**config.mk**
```make
export PLATFORM = sky130hd
export DESIGN_NAME = inflight_ack_tracker_core
export DESIGN_NICKNAME = d
export VERILOG_FILES = /design/src/rtl/core/iat_pkg.sv /design/src/rtl/core/inflight_ack_tracker_core.sv /design/src/rtl/core/iat_ctrl.sv /design/src/rtl/core/iat_dp.sv
export SDC_FILE = /design/constraint.sdc
export NUM_CORES = 2
export LEC_CHECK = 0
export BUFFER_PORTS_ARGS = -buffer_cell sky130_fd_sc_hd__buf_2
export CORE_ASPECT_RATIO = 1.75
export CORE_MARGIN = 5
export CORE_UTILIZATION = 25
export CTS_BUF_LIST = sky130_fd_sc_hd__clkbuf_16
export CTS_CLUSTER_SIZE = 40
export DETAILED_ROUTE_END_ITERATION = 12
export HOLD_SLACK_MARGIN = 0.06
export PLACE_DENSITY = 0.48
export SYNTH_ARGS = -nofsm -noshare
export SYNTH_HDL_FRONTEND = slang
export SYNTH_SLANG_ARGS = --single-unit
```
**constraint.sdc**
```tcl
create_clock -name aclk -period 6.8 [get_ports aclk]
set_input_delay 1.36 -clock aclk [delete_from_list [all_inputs] [get_ports aclk]]
set_output_delay 1.36 -clock aclk [all_outputs]
set_load 0.02 [all_outputs]
```
**src/rtl/core/iat_pkg.sv**
```systemverilog
package iat_pkg;

    // Field widths fixed by the stream format
    localparam int SEQ_W       = 16;
    localparam int STAMP_W     = 32;
    localparam int CNT_W       = 32;
    localparam int TIMEOUT_W   = 16;
    localparam int ACK_COUNT_W = 9;
    localparam int KIND_W      = 3;
    localparam int IN_FLIGHT_W = 7;
    localparam int OP_W        = 2;

    // Input word layout
    localparam int S_TDATA_W = 32;
    localparam int OP_LSB    = 0;
    localparam int START_LSB = OP_LSB + OP_W;
    localparam int COUNT_LSB = START_LSB + SEQ_W;

    // Output word layout
    localparam int M_TDATA_W = 88;
    localparam int M_TUSER_W = KIND_W;

    localparam logic [TIMEOUT_W-1:0]   TIMEOUT_RESET = 16'd30;
    localparam logic [ACK_COUNT_W-1:0] ACK_COUNT_MAX = 9'd256;

    // Cap on retired entries per input word
    localparam int RES_CNT_W   = 7;
    localparam int MAX_RESULTS = 64;

    typedef enum logic [OP_W-1:0] {
        OP_SEND = 2'd0,
        OP_ACK  = 2'd1,
        OP_TICK = 2'd2,
        OP_NONE = 2'd3
    } op_t;

    typedef enum logic [KIND_W-1:0] {
        KIND_ASSIGNED  = 3'd0,
        KIND_DELIVERED = 3'd1,
        KIND_DROPPED   = 3'd2,
        KIND_NONE      = 3'd3,
        KIND_REFUSED   = 3'd4
    } kind_t;

    typedef enum logic [1:0] {
        ST_IDLE,
        ST_LOAD,
        ST_EVAL,
        ST_FLUSH
    } state_t;

    typedef struct packed {
        logic take_item;
        logic do_send;
        logic retire_drop;
        logic retire_deliver;
        logic skip_ahead;
        logic flush;
    } ctrl_cmd_t;

    typedef struct packed {
        op_t  op;
        logic walk_more;
        logic head_below;
        logic head_equal;
        logic out_free;
        logic pend_valid;
    } dp_status_t;

endpackage

```
**src/rtl/core/inflight_ack_tracker_core.sv**
```systemverilog
// channel | dir | handshake          | payload
// --------+-----+--------------------+-----------------------------------------------
// s_      | in  | s_tvalid/s_tready  | tdata: operation, ack_start, ack_count
// m_      | out | m_tvalid/m_tready  | tdata: sequence_res, totals, in_flight;
//         |     |                    | tuser: kind; tlast: last
// cfg_    | in  | cfg_wr_en          | cfg_wr_data: timeout_ticks
//
// A send or an idle operation goes from acceptance through load, evaluate and flush
// back to idle. Ack and tick words add a load and evaluate step per retired entry and
// an evaluate step per skip-ahead, set by the in-flight queue memory's single registered read port.
// Reset (aresetn low, synchronous) empties the queue and clears the counters; the
// queue memory itself is not cleared. A stalled m_ side holds the walk, while the
// next input word is still accepted once the final result sits in the output register.
module inflight_ack_tracker_core #(
    parameter int QUEUE_DEPTH = 64
) (
    input  logic                            aclk,
    input  logic                            aresetn,

    input  logic                            s_tvalid,
    output logic                            s_tready,
    // [1:0] operation, [17:2] ack_start, [26:18] ack_count, [31:27] zero
    input  logic [iat_pkg::S_TDATA_W-1:0]   s_tdata,

    output logic                            m_tvalid,
    input  logic                            m_tready,
    // [15:0] sequence_res, [47:16] delivered_total, [79:48] dropped_total,
    // [86:80] in_flight, [87] zero
    output logic [iat_pkg::M_TDATA_W-1:0]   m_tdata,
    // [2:0] kind
    output logic [iat_pkg::M_TUSER_W-1:0]   m_tuser,
    output logic                            m_tlast,

    input  logic                            cfg_wr_en,
    input  logic [iat_pkg::TIMEOUT_W-1:0]   cfg_wr_data
);
    import iat_pkg::*;

    ctrl_cmd_t  cmd;
    dp_status_t sts;

    // Sequencer: accept a word, then step the head walk one entry at a time
    iat_ctrl u_ctrl (
        .aclk     (aclk),
        .aresetn  (aresetn),
        .s_tvalid (s_tvalid),
        .s_tready (s_tready),
        .sts      (sts),
        .cmd      (cmd)
    );

    // Queue memory, counters, pending result and output register
    iat_dp #(
        .QUEUE_DEPTH (QUEUE_DEPTH)
    ) u_dp (
        .aclk        (aclk),
        .aresetn     (aresetn),
        .s_tdata     (s_tdata),
        .cfg_wr_en   (cfg_wr_en),
        .cfg_wr_data (cfg_wr_data),
        .cmd         (cmd),
        .sts         (sts),
        .m_tvalid    (m_tvalid),
        .m_tready    (m_tready),
        .m_tdata     (m_tdata),
        .m_tuser     (m_tuser),
        .m_tlast     (m_tlast)
    );

endmodule

```
**src/rtl/core/iat_ctrl.sv**
```systemverilog
module iat_ctrl (
    input  logic                   aclk,
    input  logic                   aresetn,
    input  logic                   s_tvalid,
    output logic                   s_tready,
    input  iat_pkg::dp_status_t    sts,
    output iat_pkg::ctrl_cmd_t     cmd
);
    import iat_pkg::*;

    state_t state_reg;
    state_t state_next;

    always_ff @(posedge aclk) begin
        if (!aresetn) begin
            state_reg <= ST_IDLE;
        end else begin
            state_reg <= state_next;
        end
    end

    always_comb begin
        cmd        = '0;
        s_tready   = 1'b0;
        state_next = state_reg;
        case (state_reg)
            ST_IDLE: begin
                s_tready = 1'b1;
                if (s_tvalid) begin
                    cmd.take_item = 1'b1;
                    state_next    = ST_LOAD;
                end
            end
            // wait for the head entry read
            ST_LOAD: begin
                state_next = ST_EVAL;
            end
            ST_EVAL: begin
                if (sts.op == OP_SEND) begin
                    cmd.do_send = 1'b1;
                    state_next  = ST_FLUSH;
                end else if (!sts.walk_more) begin
                    state_next = ST_FLUSH;
                end else if (sts.pend_valid && !sts.out_free) begin
                    state_next = ST_EVAL;
                end else if (sts.op == OP_TICK || sts.head_below) begin
                    cmd.retire_drop = 1'b1;
                    state_next      = ST_LOAD;
                end else if (sts.head_equal) begin
                    cmd.retire_deliver = 1'b1;
                    state_next         = ST_LOAD;
                end else begin
                    cmd.skip_ahead = 1'b1;
                    state_next     = ST_EVAL;
                end
            end
            ST_FLUSH: begin
                if (sts.out_free) begin
                    cmd.flush  = 1'b1;
                    state_next = ST_IDLE;
                end
            end
            default: begin
                state_next = ST_IDLE;
            end
        endcase
    end

endmodule

```
**src/rtl/core/iat_dp.sv**
```systemverilog
module iat_dp #(
    parameter int QUEUE_DEPTH = 64
) (
    input  logic                            aclk,
    input  logic                            aresetn,
    input  logic [iat_pkg::S_TDATA_W-1:0]   s_tdata,
    input  logic                            cfg_wr_en,
    input  logic [iat_pkg::TIMEOUT_W-1:0]   cfg_wr_data,
    input  iat_pkg::ctrl_cmd_t              cmd,
    output iat_pkg::dp_status_t             sts,
    output logic                            m_tvalid,
    input  logic                            m_tready,
    output logic [iat_pkg::M_TDATA_W-1:0]   m_tdata,
    output logic [iat_pkg::M_TUSER_W-1:0]   m_tuser,
    output logic                            m_tlast
);
    import iat_pkg::*;

    localparam int AW    = $clog2(QUEUE_DEPTH);
    localparam int FW    = $clog2(QUEUE_DEPTH + 1);
    localparam int SW    = AW + 1;
    localparam int ACK_W = SEQ_W + 1;

    // In-flight queue storage
    logic [SEQ_W-1:0]   seq_mem   [QUEUE_DEPTH];
    logic [STAMP_W-1:0] stamp_mem [QUEUE_DEPTH];
    logic [SEQ_W-1:0]   rd_seq_reg;
    logic [STAMP_W-1:0] rd_stamp_reg;

    logic [AW-1:0]        head_reg;
    logic [FW-1:0]        fill_reg;
    logic [SEQ_W-1:0]     next_seq_reg;
    logic [STAMP_W-1:0]   time_reg;
    logic [CNT_W-1:0]     dlv_reg;
    logic [CNT_W-1:0]     drp_reg;
    logic [TIMEOUT_W-1:0] timeout_reg;

    op_t                  op_reg;
    logic [ACK_W-1:0]     acked_reg;
    logic [ACK_W-1:0]     end_reg;
    logic [RES_CNT_W-1:0] res_cnt_reg;

    // Result held back until it is known whether it is the final one
    logic                 pend_valid_reg;
    kind_t                pend_kind_reg;
    logic [SEQ_W-1:0]     pend_seq_reg;
    logic [CNT_W-1:0]     pend_dlv_reg;
    logic [CNT_W-1:0]     pend_drp_reg;
    logic [FW-1:0]        pend_fill_reg;

    logic                   m_tvalid_reg;
    kind_t                  out_kind_reg;
    logic [SEQ_W-1:0]       out_seq_reg;
    logic [CNT_W-1:0]       out_dlv_reg;
    logic [CNT_W-1:0]       out_drp_reg;
    logic [IN_FLIGHT_W-1:0] out_fill_reg;
    logic                   out_last_reg;

    logic [SW-1:0]          tail_sum;
    logic [AW-1:0]          tail_idx;
    logic [AW-1:0]          head_inc;
    logic                   queue_full;
    logic                   queue_empty;
    logic                   send_ok;
    logic                   retire;
    logic                   out_free;
    logic [ACK_W-1:0]       head_seq_ext;
    logic [STAMP_W:0]       stamp_limit;
    logic                   expired;
    logic                   room;
    logic                   walk_more;
    logic [FW-1:0]          fill_next;
    logic [CNT_W-1:0]       dlv_next;
    logic [CNT_W-1:0]       drp_next;
    logic [ACK_COUNT_W-1:0] count_in;
    logic [ACK_COUNT_W-1:0] count_sat;
    logic [SEQ_W-1:0]       start_in;

    assign tail_sum = SW'(head_reg) + SW'(fill_reg);
    assign tail_idx = (tail_sum >= SW'(QUEUE_DEPTH)) ? AW'(tail_sum - SW'(QUEUE_DEPTH))
                                                     : AW'(tail_sum);
    assign head_inc = (head_reg == AW'(QUEUE_DEPTH - 1)) ? '0 : head_reg + 1'b1;

    assign queue_full  = (fill_reg == FW'(QUEUE_DEPTH));
    assign queue_empty = (fill_reg == '0);
    assign send_ok     = cmd.do_send && !queue_full;
    assign retire      = cmd.retire_drop || cmd.retire_deliver;
    assign out_free    = !m_tvalid_reg || m_tready;

    assign head_seq_ext = {1'b0, rd_seq_reg};
    assign stamp_limit  = {1'b0, rd_stamp_reg} + {{(STAMP_W + 1 - TIMEOUT_W){1'b0}}, timeout_reg};
    assign expired      = stamp_limit < {1'b0, time_reg};
    assign room         = res_cnt_reg < RES_CNT_W'(MAX_RESULTS);

    always_comb begin
        case (op_reg)
            OP_ACK:  walk_more = (acked_reg < end_reg) && !queue_empty && room;
            OP_TICK: walk_more = !queue_empty && room && expired;
            default: walk_more = 1'b0;
        endcase
    end

    assign fill_next = send_ok ? fill_reg + 1'b1 : (retire ? fill_reg - 1'b1 : fill_reg);
    assign dlv_next  = dlv_reg + CNT_W'(cmd.retire_deliver);
    assign drp_next  = drp_reg + CNT_W'(cmd.retire_drop);

    assign start_in  = s_tdata[START_LSB +: SEQ_W];
    assign count_in  = s_tdata[COUNT_LSB +: ACK_COUNT_W];
    assign count_sat = (count_in > ACK_COUNT_MAX) ? ACK_COUNT_MAX : count_in;

    assign sts.op         = op_reg;
    assign sts.walk_more  = walk_more;
    assign sts.head_below = head_seq_ext < acked_reg;
    assign sts.head_equal = head_seq_ext == acked_reg;
    assign sts.out_free   = out_free;
    assign sts.pend_valid = pend_valid_reg;

    // Queue memory: write at the tail, registered read at the head
    always_ff @(posedge aclk) begin
        if (send_ok) begin
            seq_mem[tail_idx]   <= next_seq_reg;
            stamp_mem[tail_idx] <= time_reg;
        end
        rd_seq_reg   <= seq_mem[head_reg];
        rd_stamp_reg <= stamp_mem[head_reg];
    end

    always_ff @(posedge aclk) begin
        if (!aresetn) begin
            head_reg       <= '0;
            fill_reg       <= '0;
            next_seq_reg   <= '0;
            time_reg       <= '0;
            dlv_reg        <= '0;
            drp_reg        <= '0;
            timeout_reg    <= TIMEOUT_RESET;
            pend_valid_reg <= 1'b0;
            m_tvalid_reg   <= 1'b0;
        end else begin
            if (cfg_wr_en) begin
                timeout_reg <= cfg_wr_data;
            end
            if (cmd.take_item && op_t'(s_tdata[OP_LSB +: OP_W]) == OP_TICK) begin
                time_reg <= time_reg + 1'b1;
            end
            if (send_ok) begin
                next_seq_reg <= next_seq_reg + 1'b1;
            end
            if (retire) begin
                head_reg <= head_inc;
            end
            fill_reg <= fill_next;
            dlv_reg  <= dlv_next;
            drp_reg  <= drp_next;

            if (retire || cmd.do_send) begin
                pend_valid_reg <= 1'b1;
            end else if (cmd.flush || cmd.take_item) begin
                pend_valid_reg <= 1'b0;
            end

            if (cmd.flush || (retire && pend_valid_reg)) begin
                m_tvalid_reg <= 1'b1;
            end else if (m_tready) begin
                m_tvalid_reg <= 1'b0;
            end
        end
    end

    // Item registers and result payload
    always_ff @(posedge aclk) begin
        if (cmd.take_item) begin
            op_reg      <= op_t'(s_tdata[OP_LSB +: OP_W]);
            acked_reg   <= ACK_W'(start_in);
            end_reg     <= ACK_W'(start_in) + ACK_W'(count_sat);
            res_cnt_reg <= '0;
        end else begin
            if (retire) begin
                res_cnt_reg <= res_cnt_reg + 1'b1;
            end
            if (cmd.retire_deliver) begin
                acked_reg <= acked_reg + 1'b1;
            end else if (cmd.skip_ahead) begin
                acked_reg <= head_seq_ext;
            end
        end

        if (retire) begin
            pend_kind_reg <= cmd.retire_deliver ? KIND_DELIVERED : KIND_DROPPED;
            pend_seq_reg  <= rd_seq_reg;
            pend_dlv_reg  <= dlv_next;
            pend_drp_reg  <= drp_next;
            pend_fill_reg <= fill_next;
        end else if (cmd.do_send) begin
            pend_kind_reg <= queue_full ? KIND_REFUSED : KIND_ASSIGNED;
            pend_seq_reg  <= next_seq_reg;
            pend_dlv_reg  <= dlv_reg;
            pend_drp_reg  <= drp_reg;
            pend_fill_reg <= fill_next;
        end

        if (cmd.flush && !pend_valid_reg) begin
            out_kind_reg <= KIND_NONE;
            out_seq_reg  <= '0;
            out_dlv_reg  <= dlv_reg;
            out_drp_reg  <= drp_reg;
            out_fill_reg <= IN_FLIGHT_W'(fill_reg);
            out_last_reg <= 1'b1;
        end else if (cmd.flush || (retire && pend_valid_reg)) begin
            out_kind_reg <= pend_kind_reg;
            out_seq_reg  <= pend_seq_reg;
            out_dlv_reg  <= pend_dlv_reg;
            out_drp_reg  <= pend_drp_reg;
            out_fill_reg <= IN_FLIGHT_W'(pend_fill_reg);
            out_last_reg <= cmd.flush;
        end
    end

    assign m_tvalid = m_tvalid_reg;
    assign m_tdata  = {1'b0, out_fill_reg, out_drp_reg, out_dlv_reg, out_seq_reg};
    assign m_tuser  = out_kind_reg;
    assign m_tlast  = out_last_reg;

    a_fill_bound: assert property (@(posedge aclk) disable iff (!aresetn)
        fill_reg <= FW'(QUEUE_DEPTH))
        else $error("queue fill above depth");

    a_retire_nonempty: assert property (@(posedge aclk) disable iff (!aresetn)
        retire |-> !queue_empty)
        else $error("retire from empty queue");

    a_no_overwrite: assert property (@(posedge aclk) disable iff (!aresetn)
        (cmd.flush || (retire && pend_valid_reg)) |-> out_free)
        else $error("output register overwritten while held");

    a_pend_drained: assert property (@(posedge aclk) disable iff (!aresetn)
        cmd.take_item |-> !pend_valid_reg)
        else $error("pending result left over from previous word");

endmodule
```
### Word level (Yosys, flattened, before mapping)

Memory sizes are Yosys's and may differ from the RTL's. A register that Yosys moved wholly into a read port is not among the register bits.
Index checks and enable logic that the tools add are counted.

* bits in registers: 369
* memory bits (writable): 3072
* bits of input ports: 53
* output and inout bits: 94
* memories kept: 2

* add/subtract/negate cells: 13
* magnitude comparators: 6
* eq/ne operators: 11
* mux-type cells: 55
* reductions and logical operators: 30

Memories
* u_dp.stamp_mem: words 64, width 32, rd ports 1, clocked after Yosys merged registers in 1, wr ports 1, line iat_dp.sv:26 `logic [STAMP_W-1:0] stamp_mem [QUEUE_DEPTH];`
* u_dp.seq_mem: words 64, width 16, rd ports 1, clocked after Yosys merged registers in 1, wr ports 1, line iat_dp.sv:25 `logic [SEQ_W-1:0] seq_mem [QUEUE_DEPTH];`

Operators by type and width (count)
* two-way mux 32 bit: 8
* adder 32 x 1 -> 32 bit: 2
* two-way mux 16 bit: 3
* two-way mux 7 bit: 6
* two-way mux 17 bit: 2
* adder 32 x 16 -> 33 bit: 1
* < comparator 33 x 32 -> 1 bit: 1
* adder 32 x 1 -> 32 bit, second input constant: 1
* two-way mux 2 bit: 9
* two-way mux 3 bit: 6
* adder 16 x 9 -> 17 bit: 1
* adder 17 x 1 -> 17 bit, second input constant: 1
* == test 16 x 17 -> 1 bit: 1
* < comparator 16 x 17 -> 1 bit: 1
* < comparator 17 bit: 1
* adder 16 x 1 -> 16 bit, second input constant: 1
* two-way mux 1 bit: 15
* adder 7 x 1 -> 7 bit, second input constant: 2
* two-way mux 6 bit: 2
* nonzero test 2 bit: 5
* > comparator 9 bit, second input constant: 1
* logical AND 1 bit: 9
* two-way mux 9 bit: 1
* == test 2 bit, second input constant: 4
* 20 further kinds: 31

### Depth between registers and ports, before layout

* depth after elaboration: 13
* gate-level depth with buffers: 29

### By module

Synthesis repeated with hierarchy kept, for this count alone.

* cell total of the unflattened synthesis: 6570
* area total of the unflattened synthesis: 137064.0 um2

Modules (own cells, without submodules)
* iat_dp: instances 1, cells an instance 6545, area each 136877.5 um2, sequential area each 102518.3 um2
* iat_ctrl: instances 1, cells an instance 25, area each 186.4 um2, sequential area each 40.0 um2

### Worst setup path after synthesis

No wires, ideal clock.

* kind: register to register
* from: reg u_dp.timeout_reg[1]
* to: reg u_dp.pend_dlv_reg[0] (enable)
* library setup time: 451 ps
* arrival: 6031 ps
* data required time: 6349 ps
* setup slack: 318 ps
* cell stages (with the launch flop): 21
* cells stage by stage: dfxtp_1 -> ha_1 -> a21o_1 -> a21oi_1 -> o21bai_1 -> o221a_2 -> o211a_1 -> o21a_1 -> o211ai_1 -> xnor2_1 -> ha_1 -> a21o_1 -> a21oi_1 -> o211a_1 -> o211ai_1 -> o311a_1 -> or3_1 -> buf_6 -> buf_2 -> buf_2 -> nand2_1

* cells in the longest elaborated chain, start to end: 9

RTL lines
* start: declaration: line iat_dp.sv:36 `logic [TIMEOUT_W-1:0] timeout_reg;`
* start signal: assignment: line iat_dp.sv:141 `timeout_reg <= cfg_wr_data;`
* adder 32 x 16 -> 33 bit: line iat_dp.sv:91 `assign stamp_limit = {1'b0, rd_stamp_reg} + {{(STAMP_W + 1 - TIMEOUT_W){1'b0}}, timeout_reg};`
* < comparator 33 x 32 -> 1 bit: line iat_dp.sv:92 `assign expired = stamp_limit < {1'b0, time_reg};`
* logical AND 1 bit: line iat_dp.sv:98 `OP_TICK: walk_more = !queue_empty && room && expired;`
* one-hot mux 1 bit (2 select lines): line iat_dp.sv:96 `case (op_reg)`
* two-way mux 3 bit: line iat_ctrl.sv:42 `end else if (!sts.walk_more) begin`
* two-way mux 3 bit: line iat_ctrl.sv:39 `if (sts.op == OP_SEND) begin`
* two-way mux 4 bit: line iat_ctrl.sv:26 `case (state_reg)`
* logical OR 1 bit: line iat_dp.sv:87 `assign retire = cmd.retire_drop || cmd.retire_deliver;`
* nonzero test 2 bit (no line)
* end signal: assignment: line iat_dp.sv:191 `pend_dlv_reg <= dlv_next;`
* end signal: assignment: line iat_dp.sv:197 `pend_dlv_reg <= dlv_reg;`
* end: declaration: line iat_dp.sv:47 `logic [CNT_W-1:0] pend_dlv_reg;`

Every way passes these cells.
A chain may end at the register's enable or synchronous reset.

==> out/metrics.cfg <==
[run_status]
result_of_the_run = finished, final reports clean

[yosys]
yosysTopAreaCell = edfxtp_1
synth_enable_flop_cells = 3268
synthesis.nets = 6480
yosys_warnings = 0
synth_flop_cell = edfxtp_1
synthDominantCellAreaShare_pct = 72.04
synth_most_common_cell = edfxtp_1
synth.lib_cells_used.distinct = 68
synth_sequential_area_ratio_pct = 75.28
syn_inst = 6316
synthTopCellsByCount = edfxtp_1 (3,268), mux4_2 (1,008), nor2_1 (265)
netlist_area_um2 = 136200
synth_area_per_cell_um2 = 21.57
synth.ff_latch_count = 3489
synthArstFlopShare_pct = 0
synth_area_leaders = edfxtp_1 (72%), mux4_2 (17%), dfxtp_1 (3.2%)

[final_layout]
drive_gt1_share_pct = 29.75
final_core_utilization_pct = 29.14
register_area_um2 = 102600
top_register = u_dp.stamp_mem
num-nets-final = 6927
fill_count = 53000
largest_reg_flops = 2048
area_grow_syn2layout_pct = 16.14
largest_registers = u_dp.stamp_mem x2048, u_dp.seq_mem x1024
multi_input_comb_area_um2 = 32740

[run]
drv_cap = 0

[worst_setup_path]
regToRegStartpoint = u_dp.timeout_reg[1]$_SDFFE_PN1P_
maximum_fanout_encountered_on_the_critical_timing_path = 6
worstSetupStartpoint = u_dp.timeout_reg[1]$_SDFFE_PN1P_
cp-start-kind = flip-flop
critPathRequiredTime_ns = 7.46
timing.critical_path.slowest_stage_cell = or4_4
cp.arrival_ns = 7.14
worst_path_dominant_cell_family = compound AO/OA/AOI/OAI gates
cp.buffers_inverters = 3
worst_path_largest_cell_delay_ns = 0.50
end_kind = flip-flop
timing_worst_setup_path_type = flip-flop to flip-flop

[timing]
tightest_slew_ns = 1.291
achievable-frequency_mhz = 154.4
min_period_over_period_pct = 95.27
setup_viol = 0
timing.hold.ws_ns = 0.4627
final_period_minus_worst_setup_slack_ns = 6.478
final_hold_viol_count = 0
timing.final.max_slew_violations = 0
slew_limit_headroom_pct = 13.91
fin_worst_skew_ns = 0.06931
layout_setup_ws_ns = 0.3218

[global_route]
largest_net_degree_at_the_start_of_global_routing = 112
global_route_wire_length_before_repair_um = 567200
antenna_violations_before_repair = 25
vias_in_the_first_global_route = 69420
grt.overflow.total = 0
track_usage_pct = 14.30

[hold_path]
min-delay-start = u_dp.pend_seq_reg[3]$_DFFE_PP_
worst_hold_path_type = flip-flop to flip-flop

[clock_network]
clk_latency_ns = 0.94
number_of_buffers_created_by_cts = 314
tritoncts = done
clkSlewWorstSetupHoldPaths_ns = 0.07
clockRootBuffer = clkbuf_16
htreeDepth = 5
number_of_clock_sinks = 3489
clock_tree.buffer_depth = 4

[floorplan]
placement_rows = 358
fp.coreArea_um2 = 542900
fp.dieArea_um2 = 560400
dieHeight_um = 986.5
start_util_pct = 25.09
die_w_um = 568.0
i_o_pin_cnt = 147

[placement]
gp_routability_congestion = 0.7974
pre_cts_ws_ns = -0.1843
io_buffers = 140
place.detailed.hpwl_um = 228200

[drt]
remaining_drc_errors = 0
finalWirelength_um = 411900
routed-via-count = 65970
routedWlPerCell_um = 28.92
first_pass_iters = 5
drt_iter0_drc = 5965
viasPerCell = 4.632
final_antenna_net_count = 0

[power]
p_leak_uw = 0.04798
vdd_drop_max_uv = 230.3
power.density_cell_area_nw_per_um2 = 262.3

-- per-layer routing --
layer	up-vias	GRT usage, %	share of wire, %
met5	-	0	0.013
met4	8	4.418	3.1
met3	545	1.696	4.4
met2	1942	27.59	55
met1	36490	16.37	37
li1	26990	-	-
-- final cells by class --
type / count / share of cell area (%)
Sequential cell: 3489 / 64.87
Multi-Input combinational cell: 2425 / 20.69
Tap cell: 7200 / 5.694
Clock buffer: 316 / 4.998
Timing Repair Buffer: 436 / 2.195
Clock inverter: 253 / 1.279
Inverter: 97 / 0.2341
Antenna cell: 25 / 0.03954
-- logic make-up after synthesis --
| logic type | count (synthesis) | synth area share, % |
|---|---|---|
| flops | 3489 | 75.28 |
| other cells | 1 | 0.002753 |
| buf+inv | 402 | 1.147 |
| fa+ha+maj | 111 | 1.036 |
| xor+xnor | 220 | 1.414 |
| simple gates | 746 | 2.494 |
| compound gates | 232 | 1.110 |
| mux | 1115 | 17.51 |
-- what timing repair did --
| action | in CTS | in global routing |
|---|---|---|
| hold buffers | 0 | 0 |
| buffers inserted | 0 | 2 |
| gates resized for setup | 4 | 20 |
| setup endpoints to repair | 3 | 36 |
| pin swaps | 1 | 8 |
-- path summary, 6_finish.rpt --
path / end / slack (ns) / cells past startpoint
setup reg to reg: u_dp.pend_dlv_reg[30]$_DFFE_PP_ / 0.32 / 30
hold / removal: u_dp.out_seq_reg[3]$_SDFFE_PP0P_ / 0.46 / 1
hold reg to reg: u_dp.out_seq_reg[3]$_SDFFE_PP0P_ / 0.46 / 1
setup / recovery: u_dp.pend_dlv_reg[30]$_DFFE_PP_ / 0.32 / 30
-- power by group --
| part | switching, uW | internal, uW |
|---|---|---|
| logic | 382 | 239 |
| registers | 49.3 | 23200 |
| clock network | 8180 | 9430 |
-- worst reg2reg max path, delay by kind of cell (launching register included) --
family	cells	cell delay [ns]
DFF	1	0.32
buffers and inverters	3	0.52
AOI/OAI and AO/OA	13	2.57
adders and majority gates	4	0.86
xor gates and xnor gates	2	0.28
and+or+nand+nor	8	1.65
-- through the flow --
step	setup TNS [ns]	power [uW]	cells	instance area (um^2)
after CTS	0	41960	14210	158000
after global routing	-0.1038	42820	14240	158200
final	0	41500	14240	158200
after global placement	-0.8367	24360	13650	148100
after floorplan	0	24110	6316	136200
after detailed placement	-0.2917	24370	13650	148100
-- layout by cell type, fill, tap and decap left out, types with 32 or more instances in the layout --
master	n
ha_1	107
buf_2	140
nor2_4	65
o21ai_0	57
nand2_1	217
xor2_1	80
inv_1	159
mux2i_1	39
clkinv_2	54
xnor2_1	140
buf_12	44
a21oi_1	63
clkinv_1	66
mux4_2	1008
nand3_1	72
buf_4	252
mux2_2	68
dfxtp_1	179
dfxtp_2	36
nor2_1	199
edfxtp_1	3268
clkbuf_16	316
nand4_1	32
(Power assumes the default switching activity.)
